==> config.mk <==
export PLATFORM = sky130hd
export DESIGN_NAME = task_table_round_robin_scheduler
export DESIGN_NICKNAME = d
export VERILOG_FILES = /design/src/design/tts_pkg.sv /design/src/design/task_table_round_robin_scheduler.sv /design/src/design/tts_scan_unit.sv /design/src/design/tts_slot_table.sv
export SDC_FILE = /design/constraint.sdc
export NUM_CORES = 2
export LEC_CHECK = 0
export ABC_AREA = 1
export BUFFER_PORTS_ARGS = -buffer_cell sky130_fd_sc_hd__buf_4
export CORE_MARGIN = 1.5
export CORE_UTILIZATION = 30
export DETAILED_ROUTE_END_ITERATION = 8
export PLACE_DENSITY_LB_ADDON = 0.3
export SYNTH_ARGS = -nofsm -noshare
export SYNTH_HDL_FRONTEND = slang
export SYNTH_SLANG_ARGS = --single-unit
==> constraint.sdc <==
create_clock -name clk -period 10.8 [get_ports clk]
set_input_delay 1.08 -clock clk [delete_from_list [all_inputs] [get_ports clk]]
set_output_delay 1.08 -clock clk [all_outputs]
set_load 0.02 [all_outputs]
==> src/design/tts_pkg.sv <==
`timescale 1ns / 1ps
// ----------------------------------------------------------------------------
// Task table scheduler package
// Shared types, codes and constants for the round-robin task scheduler.
// ----------------------------------------------------------------------------
package tts_pkg;

  localparam int DEF_SLOTS  = 16;
  localparam int WORD_W     = 32;
  localparam int SLOT_OUT_W = 4;
  localparam int LIVE_OUT_W = 5;

  localparam logic [WORD_W-1:0] BOOT_ID      = 32'd1;
  localparam logic [WORD_W-1:0] NEXT_ID_INIT = 32'd2;

  typedef enum logic [1:0] {
    PH_UNUSED  = 2'd0,
    PH_READY   = 2'd1,
    PH_RUNNING = 2'd2,
    PH_ZOMBIE  = 2'd3
  } phase_t;

  typedef enum logic [1:0] {
    OP_SCHED  = 2'd0,
    OP_CREATE = 2'd1,
    OP_EXIT   = 2'd2,
    OP_SET    = 2'd3
  } opcode_t;

  typedef enum logic [1:0] {
    ST_OK      = 2'd0,
    ST_NO_SLOT = 2'd1,
    ST_BAD_ARG = 2'd2
  } status_t;

  typedef enum logic [3:0] {
    S_IDLE,
    S_SAVE,
    S_SCAN,
    S_CSCAN,
    S_EXIT,
    S_SETCHK,
    S_SETAPP,
    S_READ,
    S_DONE
  } state_t;

  // Result of one scan step
  typedef struct packed {
    logic hit;
    logic last;
  } scan_flags_t;

  // One phase write port (index travels beside it)
  typedef struct packed {
    logic   en;
    phase_t ph;
  } phase_wr_t;

  // Slot memory write group
  typedef struct packed {
    logic              frame_en;
    logic              task_en;
    logic [WORD_W-1:0] id;
    logic [WORD_W-1:0] frame;
    logic [WORD_W-1:0] space;
  } mem_wr_t;

endpackage

==> src/design/task_table_round_robin_scheduler.sv <==
`timescale 1ns / 1ps
// ----------------------------------------------------------------------------
// Round-robin task table scheduler
// Task slot table with schedule, create, exit and set-current operations.
// ----------------------------------------------------------------------------
// One item is in flight at a time; in_stall is low only while the sequencer
// is idle. Every item gives exactly one result, held in an output register so
// the next item may be taken while that result waits. With N = SLOTS, a
// schedule tick saves the frame in S_SAVE, then scans from 1 to N slots in
// S_SCAN; a create scans for the lowest unused slot (at most N) in S_CSCAN;
// an exit passes S_EXIT; a set-current passes S_SETCHK and S_SETAPP, skipping
// S_SETAPP when the target lies beyond the table. Every item then passes
// S_READ and S_DONE, where it waits for the result register to be free. The
// scan runs through the one shared compare-and-advance unit, which looks at
// one slot phase per cycle. Slot 0 is the bootstrap task: its id is fixed at
// 1, its space is the kernel_space register, and it never exits. Freed slots
// are not scrubbed; a create always rewrites the id, frame and space of the
// slot it takes. No clearing pass runs after reset.
// ----------------------------------------------------------------------------
module task_table_round_robin_scheduler #(
  parameter int SLOTS = tts_pkg::DEF_SLOTS
) (
  input  logic        clk,
  input  logic        rst_n,
  // configuration
  input  logic        cfg_wr_en,
  input  logic [31:0] cfg_wr_data,
  // input channel
  input  logic        in_valid,
  output logic        in_stall,
  input  logic [1:0]  in_opcode,
  input  logic [31:0] in_frame_in,
  input  logic [31:0] in_address_space,
  input  logic        in_resources_ok,
  input  logic [3:0]  in_target_slot,
  // result channel
  output logic        out_valid,
  input  logic        out_stall,
  output logic [1:0]  out_status,
  output logic        out_switched,
  output logic [3:0]  out_slot_out,
  output logic [31:0] out_id_out,
  output logic [31:0] out_frame_out,
  output logic [31:0] out_space_out,
  output logic        out_reaped,
  output logic [3:0]  out_reaped_slot,
  output logic [4:0]  out_live_count
);

  localparam int IW = $clog2(SLOTS);
  localparam int LW = $clog2(SLOTS + 1);
  localparam int WW = tts_pkg::WORD_W;

  // --------------------------------------------------------------------------
  // Control registers
  // --------------------------------------------------------------------------
  tts_pkg::state_t  state_r, state_nxt;
  logic [IW-1:0]    cur_r, cur_nxt;
  logic [LW-1:0]    live_r, live_nxt;
  logic [WW-1:0]    next_id_r, next_id_nxt;
  logic [WW-1:0]    kernel_space_r;
  logic             out_valid_r, out_valid_nxt;

  // Per-item working registers
  logic [WW-1:0]    frame_in_r, frame_in_nxt;
  logic [WW-1:0]    space_in_r, space_in_nxt;
  logic             res_ok_r, res_ok_nxt;
  logic [3:0]       tgt_r, tgt_nxt;
  logic [IW-1:0]    prev_r, prev_nxt;
  tts_pkg::phase_t  pphase_r, pphase_nxt;
  logic [IW-1:0]    idx_r, idx_nxt;
  logic [IW-1:0]    cnt_r, cnt_nxt;
  tts_pkg::status_t status_r, status_nxt;
  logic             created_r, created_nxt;
  logic [IW-1:0]    new_slot_r, new_slot_nxt;
  logic [WW-1:0]    new_id_r, new_id_nxt;
  logic             reaped_r, reaped_nxt;
  logic [IW-1:0]    reaped_slot_r, reaped_slot_nxt;

  // Result register
  logic [1:0]       out_status_r;
  logic             out_switched_r;
  logic [3:0]       out_slot_r;
  logic [WW-1:0]    out_id_r;
  logic [WW-1:0]    out_frame_r;
  logic [WW-1:0]    out_space_r;
  logic             out_reaped_r;
  logic [3:0]       out_reaped_slot_r;
  logic [4:0]       out_live_r;
  logic             out_load;

  // --------------------------------------------------------------------------
  // Table and scan unit hookup
  // --------------------------------------------------------------------------
  logic [IW-1:0]        prd_addr;
  tts_pkg::phase_t      phase_rd;
  tts_pkg::phase_wr_t   pwa, pwb;
  logic [IW-1:0]        pwa_idx, pwb_idx;
  logic [IW-1:0]        raddr;
  logic [WW-1:0]        id_rd, frame_rd, space_rd;
  logic [IW-1:0]        wr_idx;
  tts_pkg::mem_wr_t     mem_wr;

  logic [IW-1:0]        scan_idx;
  tts_pkg::phase_t      scan_want;
  tts_pkg::scan_flags_t scan_flags;
  logic [IW-1:0]        scan_next;

  logic [IW-1:0]        tgt_idx;
  logic                 tgt_beyond;
  logic                 accept;

  assign tgt_idx    = IW'(tgt_r);
  assign tgt_beyond = (32'(tgt_r) >= SLOTS);
  assign accept     = in_valid && (state_r == tts_pkg::S_IDLE);
  assign in_stall   = (state_r != tts_pkg::S_IDLE);

  tts_slot_table #(.SLOTS(SLOTS)) u_table (
    .clk          (clk),
    .rst_n        (rst_n),
    .kernel_space (kernel_space_r),
    .prd_addr     (prd_addr),
    .phase_rd     (phase_rd),
    .pwa          (pwa),
    .pwa_idx      (pwa_idx),
    .pwb          (pwb),
    .pwb_idx      (pwb_idx),
    .raddr        (raddr),
    .id_rd        (id_rd),
    .frame_rd     (frame_rd),
    .space_rd     (space_rd),
    .wr_idx       (wr_idx),
    .mem_wr       (mem_wr)
  );

  // Shared step unit: walks from the current slot in the save cycle,
  // otherwise from the running scan index
  assign scan_idx  = (state_r == tts_pkg::S_SAVE) ? cur_r : idx_r;
  assign scan_want = (state_r == tts_pkg::S_CSCAN) ? tts_pkg::PH_UNUSED
                                                   : tts_pkg::PH_READY;

  tts_scan_unit #(.SLOTS(SLOTS)) u_scan (
    .idx      (scan_idx),
    .step     (cnt_r),
    .phase    (phase_rd),
    .want     (scan_want),
    .flags    (scan_flags),
    .next_idx (scan_next)
  );

  // Phase read port: scanning index, target on apply, current otherwise
  always_comb begin
    unique case (state_r)
      tts_pkg::S_SCAN,
      tts_pkg::S_CSCAN:  prd_addr = idx_r;
      tts_pkg::S_SETAPP: prd_addr = tgt_idx;
      default:           prd_addr = cur_r;
    endcase
  end

  // Memory read address: target space on the check, current slot otherwise
  assign raddr = (state_r == tts_pkg::S_SETCHK) ? tgt_idx : cur_r;

  // --------------------------------------------------------------------------
  // Sequencer
  // --------------------------------------------------------------------------
  always_comb begin
    state_nxt       = state_r;
    cur_nxt         = cur_r;
    live_nxt        = live_r;
    next_id_nxt     = next_id_r;
    frame_in_nxt    = frame_in_r;
    space_in_nxt    = space_in_r;
    res_ok_nxt      = res_ok_r;
    tgt_nxt         = tgt_r;
    prev_nxt        = prev_r;
    pphase_nxt      = pphase_r;
    idx_nxt         = idx_r;
    cnt_nxt         = cnt_r;
    status_nxt      = status_r;
    created_nxt     = created_r;
    new_slot_nxt    = new_slot_r;
    new_id_nxt      = new_id_r;
    reaped_nxt      = reaped_r;
    reaped_slot_nxt = reaped_slot_r;

    pwa     = '{en: 1'b0, ph: tts_pkg::PH_UNUSED};
    pwb     = '{en: 1'b0, ph: tts_pkg::PH_UNUSED};
    pwa_idx = prev_r;
    pwb_idx = idx_r;
    wr_idx  = idx_r;
    mem_wr  = '{frame_en: 1'b0, task_en: 1'b0, id: next_id_r,
                frame: frame_in_r, space: space_in_r};
    out_load = 1'b0;

    unique case (state_r)
      tts_pkg::S_IDLE: begin
        if (accept) begin
          // capture the item and clear the per-item flags
          frame_in_nxt    = in_frame_in;
          space_in_nxt    = in_address_space;
          res_ok_nxt      = in_resources_ok;
          tgt_nxt         = in_target_slot;
          prev_nxt        = cur_r;
          status_nxt      = tts_pkg::ST_OK;
          created_nxt     = 1'b0;
          reaped_nxt      = 1'b0;
          reaped_slot_nxt = '0;
          idx_nxt         = '0;
          cnt_nxt         = '0;
          unique case (tts_pkg::opcode_t'(in_opcode))
            tts_pkg::OP_SCHED:  state_nxt = tts_pkg::S_SAVE;
            tts_pkg::OP_CREATE: state_nxt = tts_pkg::S_CSCAN;
            tts_pkg::OP_EXIT:   state_nxt = tts_pkg::S_EXIT;
            tts_pkg::OP_SET:    state_nxt = tts_pkg::S_SETCHK;
            default:            state_nxt = tts_pkg::S_IDLE;
          endcase
        end
      end

      tts_pkg::S_SAVE: begin
        // save the frame of a running task, start the scan after it
        pphase_nxt = phase_rd;
        if (phase_rd == tts_pkg::PH_RUNNING) begin
          wr_idx          = cur_r;
          mem_wr.frame_en = 1'b1;
        end
        idx_nxt   = scan_next;
        cnt_nxt   = '0;
        state_nxt = tts_pkg::S_SCAN;
      end

      tts_pkg::S_SCAN: begin
        if (scan_flags.hit) begin
          cur_nxt = idx_r;
          pwb     = '{en: 1'b1, ph: tts_pkg::PH_RUNNING};
          pwb_idx = idx_r;
          if (idx_r != prev_r) begin
            if (pphase_r == tts_pkg::PH_RUNNING) begin
              pwa = '{en: 1'b1, ph: tts_pkg::PH_READY};
            end else if (pphase_r == tts_pkg::PH_ZOMBIE) begin
              // reap the zombie we just left
              pwa             = '{en: 1'b1, ph: tts_pkg::PH_UNUSED};
              reaped_nxt      = 1'b1;
              reaped_slot_nxt = prev_r;
              if (live_r != '0) begin
                live_nxt = live_r - LW'(1);
              end
            end
          end
          state_nxt = tts_pkg::S_READ;
        end else if (scan_flags.last) begin
          if (pphase_r == tts_pkg::PH_ZOMBIE) begin
            // nothing ready: fall back to the bootstrap task
            cur_nxt = '0;
            pwb     = '{en: 1'b1, ph: tts_pkg::PH_RUNNING};
            pwb_idx = '0;
            if (prev_r != '0) begin
              pwa             = '{en: 1'b1, ph: tts_pkg::PH_UNUSED};
              reaped_nxt      = 1'b1;
              reaped_slot_nxt = prev_r;
              if (live_r != '0) begin
                live_nxt = live_r - LW'(1);
              end
            end
          end else begin
            pwb     = '{en: 1'b1, ph: tts_pkg::PH_RUNNING};
            pwb_idx = prev_r;
          end
          state_nxt = tts_pkg::S_READ;
        end else begin
          idx_nxt = scan_next;
          cnt_nxt = cnt_r + IW'(1);
        end
      end

      tts_pkg::S_CSCAN: begin
        if (scan_flags.hit) begin
          if (space_in_r == '0 || !res_ok_r) begin
            status_nxt = tts_pkg::ST_BAD_ARG;
          end else begin
            wr_idx          = idx_r;
            mem_wr.frame_en = 1'b1;
            mem_wr.task_en  = 1'b1;
            pwb             = '{en: 1'b1, ph: tts_pkg::PH_READY};
            pwb_idx         = idx_r;
            new_slot_nxt    = idx_r;
            new_id_nxt      = next_id_r;
            created_nxt     = 1'b1;
            live_nxt        = live_r + LW'(1);
            // skip zero and the bootstrap id on wrap
            if (next_id_r == '1) begin
              next_id_nxt = tts_pkg::NEXT_ID_INIT;
            end else begin
              next_id_nxt = next_id_r + WW'(1);
            end
          end
          state_nxt = tts_pkg::S_READ;
        end else if (scan_flags.last) begin
          status_nxt = tts_pkg::ST_NO_SLOT;
          state_nxt  = tts_pkg::S_READ;
        end else begin
          idx_nxt = scan_next;
          cnt_nxt = cnt_r + IW'(1);
        end
      end

      tts_pkg::S_EXIT: begin
        // the bootstrap task never exits
        if (cur_r != '0) begin
          pwb     = '{en: 1'b1, ph: tts_pkg::PH_ZOMBIE};
          pwb_idx = cur_r;
        end
        state_nxt = tts_pkg::S_READ;
      end

      tts_pkg::S_SETCHK: begin
        pphase_nxt = phase_rd;
        if (tgt_beyond) begin
          status_nxt = tts_pkg::ST_BAD_ARG;
          state_nxt  = tts_pkg::S_READ;
        end else begin
          state_nxt = tts_pkg::S_SETAPP;
        end
      end

      tts_pkg::S_SETAPP: begin
        if (phase_rd == tts_pkg::PH_UNUSED || space_rd == '0) begin
          status_nxt = tts_pkg::ST_BAD_ARG;
        end else begin
          if (cur_r != tgt_idx && pphase_r == tts_pkg::PH_RUNNING) begin
            pwa     = '{en: 1'b1, ph: tts_pkg::PH_READY};
            pwa_idx = cur_r;
          end
          // a zombie target comes back to life and is not reaped
          pwb     = '{en: 1'b1, ph: tts_pkg::PH_RUNNING};
          pwb_idx = tgt_idx;
          cur_nxt = tgt_idx;
        end
        state_nxt = tts_pkg::S_READ;
      end

      tts_pkg::S_READ: begin
        state_nxt = tts_pkg::S_DONE;
      end

      tts_pkg::S_DONE: begin
        // hold until the result register is free
        if (!out_valid_r || !out_stall) begin
          out_load  = 1'b1;
          state_nxt = tts_pkg::S_IDLE;
        end
      end

      default: begin
        state_nxt = tts_pkg::S_IDLE;
      end
    endcase
  end

  assign out_valid_nxt = out_load || (out_valid_r && out_stall);

  always_ff @(posedge clk) begin
    if (!rst_n) begin
      state_r        <= tts_pkg::S_IDLE;
      cur_r          <= '0;
      live_r         <= LW'(1);
      next_id_r      <= tts_pkg::NEXT_ID_INIT;
      kernel_space_r <= '0;
      out_valid_r    <= 1'b0;
    end else begin
      state_r     <= state_nxt;
      cur_r       <= cur_nxt;
      live_r      <= live_nxt;
      next_id_r   <= next_id_nxt;
      out_valid_r <= out_valid_nxt;
      if (cfg_wr_en) begin
        kernel_space_r <= cfg_wr_data;
      end
    end
  end

  always_ff @(posedge clk) begin
    frame_in_r    <= frame_in_nxt;
    space_in_r    <= space_in_nxt;
    res_ok_r      <= res_ok_nxt;
    tgt_r         <= tgt_nxt;
    prev_r        <= prev_nxt;
    pphase_r      <= pphase_nxt;
    idx_r         <= idx_nxt;
    cnt_r         <= cnt_nxt;
    status_r      <= status_nxt;
    created_r     <= created_nxt;
    new_slot_r    <= new_slot_nxt;
    new_id_r      <= new_id_nxt;
    reaped_r      <= reaped_nxt;
    reaped_slot_r <= reaped_slot_nxt;
  end

  // --------------------------------------------------------------------------
  // Result register: memories were read at the final current slot in S_READ
  // --------------------------------------------------------------------------
  always_ff @(posedge clk) begin
    if (out_load) begin
      out_status_r      <= status_r;
      out_switched_r    <= (cur_r != prev_r);
      out_slot_r        <= created_r ? 4'(new_slot_r) : 4'(cur_r);
      out_id_r          <= created_r ? new_id_r : id_rd;
      out_frame_r       <= (cur_r != prev_r) ? frame_rd : frame_in_r;
      out_space_r       <= space_rd;
      out_reaped_r      <= reaped_r;
      out_reaped_slot_r <= 4'(reaped_slot_r);
      out_live_r        <= 5'(live_r);
    end
  end

  assign out_valid       = out_valid_r;
  assign out_status      = out_status_r;
  assign out_switched    = out_switched_r;
  assign out_slot_out    = out_slot_r;
  assign out_id_out      = out_id_r;
  assign out_frame_out   = out_frame_r;
  assign out_space_out   = out_space_r;
  assign out_reaped      = out_reaped_r;
  assign out_reaped_slot = out_reaped_slot_r;
  assign out_live_count  = out_live_r;

  // --------------------------------------------------------------------------
  // Checks
  // --------------------------------------------------------------------------
  a_live_bounds: assert property (@(posedge clk) disable iff (!rst_n)
    live_r != '0 && 32'(live_r) <= SLOTS)
    else $error("live slot count out of range");

  a_next_id_floor: assert property (@(posedge clk) disable iff (!rst_n)
    next_id_r >= tts_pkg::NEXT_ID_INIT)
    else $error("next id fell below the first task id");

  a_reap_switches: assert property (@(posedge clk) disable iff (!rst_n)
    out_valid_r && out_reaped_r |-> out_switched_r && out_status_r == tts_pkg::ST_OK)
    else $error("reap reported without a task switch");

endmodule

==> src/design/tts_scan_unit.sv <==
`timescale 1ns / 1ps
// ----------------------------------------------------------------------------
// Scan step unit
// Compares one slot phase against the wanted phase and advances the index.
// ----------------------------------------------------------------------------
module tts_scan_unit #(
  parameter int SLOTS = tts_pkg::DEF_SLOTS
) (
  input  logic [$clog2(SLOTS)-1:0] idx,
  input  logic [$clog2(SLOTS)-1:0] step,
  input  tts_pkg::phase_t          phase,
  input  tts_pkg::phase_t          want,
  output tts_pkg::scan_flags_t     flags,
  output logic [$clog2(SLOTS)-1:0] next_idx
);

  localparam int IW = $clog2(SLOTS);
  localparam logic [IW-1:0] TOP_IDX = IW'(SLOTS - 1);

  always_comb begin
    flags.hit  = (phase == want);
    flags.last = (step == TOP_IDX);
    // wrap at the top slot
    if (idx == TOP_IDX) begin
      next_idx = '0;
    end else begin
      next_idx = idx + IW'(1);
    end
  end

endmodule

==> src/design/tts_slot_table.sv <==
`timescale 1ns / 1ps
// ----------------------------------------------------------------------------
// Slot table
// Phase flops per slot plus id, frame and space memories with registered read.
// ----------------------------------------------------------------------------
module tts_slot_table #(
  parameter int SLOTS = tts_pkg::DEF_SLOTS
) (
  input  logic                            clk,
  input  logic                            rst_n,
  input  logic [tts_pkg::WORD_W-1:0]      kernel_space,
  input  logic [$clog2(SLOTS)-1:0]        prd_addr,
  output tts_pkg::phase_t                 phase_rd,
  input  tts_pkg::phase_wr_t              pwa,
  input  logic [$clog2(SLOTS)-1:0]        pwa_idx,
  input  tts_pkg::phase_wr_t              pwb,
  input  logic [$clog2(SLOTS)-1:0]        pwb_idx,
  input  logic [$clog2(SLOTS)-1:0]        raddr,
  output logic [tts_pkg::WORD_W-1:0]      id_rd,
  output logic [tts_pkg::WORD_W-1:0]      frame_rd,
  output logic [tts_pkg::WORD_W-1:0]      space_rd,
  input  logic [$clog2(SLOTS)-1:0]        wr_idx,
  input  tts_pkg::mem_wr_t                mem_wr
);

  localparam int IW = $clog2(SLOTS);

  tts_pkg::phase_t                 phase_r [SLOTS];
  logic [tts_pkg::WORD_W-1:0]      id_mem    [SLOTS];
  logic [tts_pkg::WORD_W-1:0]      frame_mem [SLOTS];
  logic [tts_pkg::WORD_W-1:0]      space_mem [SLOTS];
  logic [tts_pkg::WORD_W-1:0]      frame0_r;
  logic [tts_pkg::WORD_W-1:0]      id_rd_r;
  logic [tts_pkg::WORD_W-1:0]      frame_rd_r;
  logic [tts_pkg::WORD_W-1:0]      space_rd_r;

  assign phase_rd = phase_r[prd_addr];
  assign id_rd    = id_rd_r;
  assign frame_rd = frame_rd_r;
  assign space_rd = space_rd_r;

  // Phase flops; port b wins on a shared index
  always_ff @(posedge clk) begin
    if (!rst_n) begin
      for (int i = 0; i < SLOTS; i++) begin
        phase_r[i] <= (i == 0) ? tts_pkg::PH_RUNNING : tts_pkg::PH_UNUSED;
      end
    end else begin
      if (pwa.en) begin
        phase_r[pwa_idx] <= pwa.ph;
      end
      if (pwb.en) begin
        phase_r[pwb_idx] <= pwb.ph;
      end
    end
  end

  // Bootstrap frame holds zero until its first save
  always_ff @(posedge clk) begin
    if (!rst_n) begin
      frame0_r <= '0;
    end else if (mem_wr.frame_en && wr_idx == '0) begin
      frame0_r <= mem_wr.frame;
    end
  end

  always_ff @(posedge clk) begin
    if (mem_wr.frame_en) begin
      frame_mem[wr_idx] <= mem_wr.frame;
    end
    if (mem_wr.task_en) begin
      id_mem[wr_idx]    <= mem_wr.id;
      space_mem[wr_idx] <= mem_wr.space;
    end
  end

  // Registered read; slot 0 takes its fixed id and the kernel space
  always_ff @(posedge clk) begin
    if (raddr == IW'(0)) begin
      id_rd_r    <= tts_pkg::BOOT_ID;
      frame_rd_r <= frame0_r;
      space_rd_r <= kernel_space;
    end else begin
      id_rd_r    <= id_mem[raddr];
      frame_rd_r <= frame_mem[raddr];
      space_rd_r <= space_mem[raddr];
    end
  end

  a_boot_slot_live: assert property (@(posedge clk) disable iff (!rst_n)
    phase_r[0] == tts_pkg::PH_RUNNING || phase_r[0] == tts_pkg::PH_READY)
    else $error("bootstrap slot left the live phases");

  a_phase_ports_apart: assert property (@(posedge clk) disable iff (!rst_n)
    pwa.en && pwb.en |-> pwa_idx != pwb_idx)
    else $error("both phase write ports hit one slot");

endmodule

* Word level (Yosys, flattened, before mapping) *
Memory sizes are Yosys's and may differ from the RTL's. A register that Yosys moved wholly into a read port is not among the register bits.
Cells that the tools add are included.

word-level totals
  memories = 4
  output and inout port bits = 115
  word-level logic and storage cells = 240
  bits in registers = 414
  bits in writable memories = 1,568

cells by class
  bitwise gates (word level) = 1
  equality and inequality tests = 38
  $add $sub $neg = 5
  reductions and logical operators = 42
  multiplexer cells = 118

memory list
  memory             words  width  rd ports  clocked after Yosys merged registers in  wr ports  line                  text
  u_table.frame_mem  16     32     1         0                                        1         tts_slot_table.sv:30  logic [tts_pkg::WORD_W-1:0] frame_mem [SLOTS];
  u_table.id_mem     16     32     1         1                                        1         tts_slot_table.sv:29  logic [tts_pkg::WORD_W-1:0] id_mem [SLOTS];
  u_table.space_mem  16     32     1         0                                        1         tts_slot_table.sv:31  logic [tts_pkg::WORD_W-1:0] space_mem [SLOTS];
  u_table.phase_r    16     2      1         0                                        16        tts_slot_table.sv:28  tts_pkg::phase_t phase_r [SLOTS];

operators with widths
  operator                 count
  $mux W32                 5
  $mux W4                  36
  $logic_not A32 Y1        2
  $mux W5                  10
  $mux W3                  15
  $pmux W4 S3              3
  $add A32 B1 Y32 const B  1
  $eq A32 B32 Y1 const B   1
  $mux W1                  28
  $pmux W4 S7              1
  $pmux W4 S2              3
  $ne A3 B3 Y1 const B     7
  $mux W2                  9
  $eq A4 B3 Y1 const B     4
  $ne A2 B2 Y1 const B     8
  $pmux W4 S4              1
  $eq A4 B4 Y1 const B     3
  $logic_not A4 Y1         3
  $ne A4 B4 Y1             3
  $pmux W3 S4              1
  $reduce_and A4 Y1        3
  $reduce_bool A4 Y1       3
  $eq A2 B2 Y1 const B     5
  $pmux W5 S2              1
  other kinds (26)         48

* Logic depth before layout (Yosys ltp) *
An unclocked memory read counts as a cell.

  word-level depth = 13
  depth in mapped cells = 25
  mapped depth without buffers = 24

* Hierarchy *
From an unflattened synthesis, not the netlist that was laid out.

unflattened totals
  cell total of the unflattened synthesis = 7,668
  area total of the unflattened synthesis = 80,945.1 µm²

by module, submodules not included
  module                            area an instance (µm²)  times used  cells each
  tts_slot_table                    67,561.0                1           6,424
  task_table_round_robin_scheduler  13,279.0                1           1,222
  tts_scan_unit                     105.1                   1           22

* Least setup slack after synthesis *
Ideal clock, no wire load.

  kind = register -> register
  start = register state_r[0]
  end = memory u_table.id_mem[0][0] (netlist name), enable pin
  stages on the path, launching flop included = 17
  setup slack = 4,290 ps
  buffers on the path = 3
  data required time = 10,264 ps
  arrival time = 5,974 ps
  cell sequence = dfxtp_1 > inv_2 > nand2_1 > nor2_2 > buf_6 > nand2_2 > o21ai_2 > a21oi_4 > inv_1 > nand3_1 > nand3_1 > nand2_2 > inv_4 > nand4_2 > clkbuf_1 > clkbuf_1 > nor3_1

between the ends
  cells in the longest elaborated chain, start to end = 9

ends and longest elaborated chain
  element                        line                                     text
  start: declaration             task_table_round_robin_scheduler.sv:57   tts_pkg::state_t state_r, state_nxt;
  start signal: assignment       task_table_round_robin_scheduler.sv:365  state_r <= tts_pkg::S_IDLE;
  start signal: assignment       task_table_round_robin_scheduler.sv:372  state_r <= state_nxt;
  $eq A4 B2 Y1                   task_table_round_robin_scheduler.sv:153  unique case (state_r)
  $reduce_or A2 Y1 (no line)     n/a
  $pmux W4 S2 *                  task_table_round_robin_scheduler.sv:153
  $mem_v2 Z16 W2 *               n/a
  net phase_rd[1]                task_table_round_robin_scheduler.sv:96   tts_pkg::phase_t phase_rd;
  $eq A2 B1 Y1                   tts_scan_unit.sv:21                      flags.hit = (phase == want);
  $mux W2                        task_table_round_robin_scheduler.sv:278  if (scan_flags.hit) begin
  $mux W1                        task_table_round_robin_scheduler.sv:196  unique case (state_r)
  $mux W1                        tts_slot_table.sv:71                     if (mem_wr.task_en) begin
  $mux W1 (not written as such)  tts_slot_table.sv:72                     id_mem[wr_idx] <= mem_wr.id;
  end: declaration               tts_slot_table.sv:29

The timed path passes the listed nets; every way through them passes the cells marked *.

* Worst setup path after layout *
  start = register state_r[0]
  end = register u_table.frame_rd_r (netlist bit u_table.frame_rd[4])

between the ends
  cells in the longest elaborated chain, start to end = 4

ends and longest elaborated chain
  element                                              line                                     text
  $eq A4 B3 Y1 *                                       task_table_round_robin_scheduler.sv:162  assign raddr = (state_r == tts_pkg::S_SETCHK) ? tgt_idx : cur_r;
  $mux W4 *                                            task_table_round_robin_scheduler.sv:162
  $mem_v2 Z16 W32 or $logic_not A4 Y1 (tied branches)  n/a
  $mux W32 *                                           tts_slot_table.sv:79                     if (raddr == IW'(0)) begin
  end signal: assignment                               tts_slot_table.sv:81                     frame_rd_r <= frame0_r;
  end signal: assignment                               tts_slot_table.sv:85                     frame_rd_r <= frame_mem[raddr];
  end: declaration                                     tts_slot_table.sv:34                     logic [tts_pkg::WORD_W-1:0] frame_rd_r;

Every way passes the cells marked *; elsewhere a longest branch is shown, timed or not.
A chain may end at the register's enable or synchronous reset.

==> impl_metrics.py <==
metrics = {
    "hold_path": {
        "holdPathStages": 1,
        "min_delay_worst_endpoint": "space_in_r[10]",
        "hold_path_class": "in -> reg",
        "hold_path.startpoint": "in_address_space[10]",
    },
    "timing": {
        "min_period_over_period_pct": 49.9,
        "fin_setup_tns_ns": 0,
        "slew_headroom_pct": 18.7,
        "final.setup.worst_slack_ns": 5.42,
        "fmax_mhz": 186,
        "tightest_slew_ns": 1.22,
        "slew_violations": 0,
        "finalCriticalPeriod_ns": 5.38,
        "finalSetupViolations": 0,
        "fin_skew_ns": 0.0557,
        "final-hold-violation-count": 0,
        "rsz0062_at_grt": "no",
    },
    "clock_network": {
        "cts_tree": "built",
        "holdBufCountCts": 0,
        "cts_resized": 0,
        "htree_levels": 4,
        "numCtsBuffers": 205,
        "post_cts_buffers": 0,
        "cts-root-buf": "clkbuf_16",
        "clock-sinks": 1996,
        "clock_path_buffers": 3,
        "cts.clk_slew.worst_paths_ns": 0.06,
        "clkLatencyLatePin_ns": 0.87,
    },
    "synth": {
        "synth_most_common_cell": "edfxtp_1",
        "synthFlopType": "edfxtp_1",
        "synth_area_leader_cell": "edfxtp_1",
        "yosys_warnings": 0,
        "synth.avg_cell_area_um2": 13.2,
        "synth-seq-area-share_pct": 75.4,
        "synth_top_area_share_pct": 70.0,
        "syn_area_um2": 76800,
        "ys_types": 58,
        "synthArstFlopShare_pct": 0,
        "syn_nets": 5943,
        "ys_top_cells_by_count": "1,790 x edfxtp_1, 978 x nor2_1, 843 x o21ai_0",
        "syn_inst": 5828,
        "synth.top_cells.by_area": "edfxtp_1 70%, o21ai_0 5.5%, dfxtp_1 5.4%",
        "synth-edff-count": 1790,
        "ys_ff_latch": 1996,
    },
    "finish": {
        "largest_register_ffs": 512,
        "nFillCells": 24506,
        "multi_input_area_um2": 17300,
        "fin_nets": 6097,
        "top_regs": "u_table.id_mem: 512 flops, u_table.frame_mem: 503 flops, u_table.space_mem: 503 flops",
        "largest_register": "u_table.id_mem",
        "seqCellArea_um2": 57900,
        "drive_gt1_share_pct": 12.6,
        "syn_to_final_growth_pct": 16.2,
    },
    "critical_path": {
        "path_max_fanout": 208,
        "reg2reg_depth": 15,
        "arrival_ns": 6.14,
        "r2r-end": "u_table.frame_rd[4]",
        "critPathLaunchType": "flip-flop",
        "r2r_slack_ns": 5.42,
        "r2r_start": "state_r[0]",
        "crit_type": "reg -> reg",
        "critPathCaptureType": "flip-flop",
        "worst_ep_required_time_ns": 11.56,
    },
    "drt": {
        "first_pass_iters": 6,
        "wirelength_um": 230000,
        "drtIter0Drc": 4843,
        "detail-route-antenna-nets": 0,
        "viasPerCell": 5.18,
        "drc": 0,
        "routedWlPerCell_um": 24.2,
        "via_count": 49344,
    },
    "power_and_ir_drop": {
        "power_density_nw_per_um2": 255,
        "peakVddDrop_v": 0.000240,
        "cellLeakagePower_nw": 28.0,
    },
    "die": {
        "dieArea_um2": 259000,
        "die_h_um": 509,
        "initial_core_util_pct": 30.2,
        "num_io_pins": 223,
        "core_um2": 254000,
        "dieWidth_um": 509,
        "rows": 185,
    },
    "placement": {
        "preCtsSetupSlack_ns": 5.54,
        "dp_hpwl_um": 126000,
        "routabilityCongestion": 0.824,
        "portBuffers": 222,
    },
    "flow_run": {
        "maxCapViolations": 0,
    },
    "grt": {
        "antenna_found_initial": 11,
        "overflow": 0,
        "gr-usage-all-layers_pct": 17.3,
        "grt_pass1_vias": 47790,
        "grt_max_degree": 209,
        "grt_first_pass_wirelength_um": 332000,
    },
    "run_status": {
        "status": "finished clean",
    },
}
==> final cells by class <==
| cell class | instances | area share (%) |
|---|---|---|
| Multi-Input combinational cell | 3328 | 19.4 |
| Clock buffer | 298 | 6.49 |
| Inverter | 136 | 0.597 |
| Timing Repair Buffer | 315 | 2.73 |
| Antenna cell | 1 | 0.00280 |
| Clock inverter | 90 | 1.20 |
| Sequential cell | 1996 | 64.9 |
| Tap cell | 3366 | 4.72 |
==> through the flow <==
stage	area, um2	hold WS, ns	util, %	instances	total power (W)
6_report	89200	0.389	35.1	9530	0.0227
3_3_place_gp	82300	0.420	32.4	9141	0.0157
2_1_floorplan	76800	0.400	-	5828	0.0133
5_1_grt	89200	0.333	35.1	9529	0.0237
3_5_place_dp	82300	0.418	32.4	9141	0.0157
4_1_cts	89200	0.311	35.1	9529	0.0229
==> worst max-delay path: stages, from the launching register on <==
cell      delay (ns)
dfxtp_1         0.46
inv_2           0.11
nor2_1          0.10
nand2_1         0.09
nor2_1          0.11
buf_4           0.21
nand2_1         0.11
o21ai_4         0.08
buf_12          0.54
buf_12          0.62
buf_4           0.87
buf_4           0.72
o21ai_0         0.19
o221ai_1        0.24
o211ai_1        0.12
a41oi_1         0.20
==> kinds of logic after synthesis <==
kind of cell    after synthesis  synth area share (%)
mux                          64                 0.939
xor+xnor                     16                 0.183
flops                      1996                  75.4
simple gates               1781                  9.63
compound gates             1460                  11.2
fa+ha+maj                     7                 0.124
buf+inv                     504                  2.53
==> cells in the final DEF, fill, tap and decap left out, types with 9 or more instances in the layout <==
master and n:
mux2_2 64, a21oi_1 78, nand2_1 453, clkinv_2 21, clkbuf_1 64, nor2_4 40
nor4_1 20, a32oi_1 9, dfxtp_1 206, o22ai_1 207, inv_2 9, edfxtp_1 1790
buf_4 309, clkinv_1 26, xnor2_1 12, clkbuf_16 207, nand4_1 27, nand3_1 217
a41oi_1 41, o221ai_1 161, clkbuf_8 27, bufinv_16 13, inv_1 123, nor2_1 944
a31oi_1 43, nor3_1 31, o21ai_0 841, o211ai_1 35
==> power breakdown <==
group | leakage, nW | internal [W] | total, W | switching, W
combinational | 7.40 | 0.00155 | 0.00589 | 0.00434
sequential | 17.3 | 0.00916 | 0.00970 | 0.000540
clock | 3.31 | 0.00407 | 0.00713 | 0.00306
total | 28.0 | 0.0148 | 0.0227 | 0.00794
==> layer usage <==
layer | routed length [um] | vias up | global-route usage [%]
li1 | - | 22042 | -
met3 | 15400 | 319 | 2.91
met1 | 99800 | 25197 | 23.6
met4 | 5990 | 2 | 5.05
met2 | 109000 | 1784 | 28.1
met5 | 13 | - | 0
==> worst max-delay path by stage <==
stage | slack (ns) | end | startpoint | cells after the start
after floorplan | 4.29 | u_table.id_mem[0][0] | state_r[0] | 16
after global placement | 5.62 | u_table.space_mem[2][17] | state_r[1] | 15
after detailed placement | 5.54 | u_table.frame_rd[4] | state_r[0] | 15
after CTS | 5.54 | u_table.frame_rd[4] | state_r[0] | 15
after global routing | 5.07 | u_table.frame_rd[3] | state_r[0] | 15
final | 5.42 | u_table.frame_rd[4] | state_r[0] | 15
Note: power is estimated with default switching activity, not from simulation.
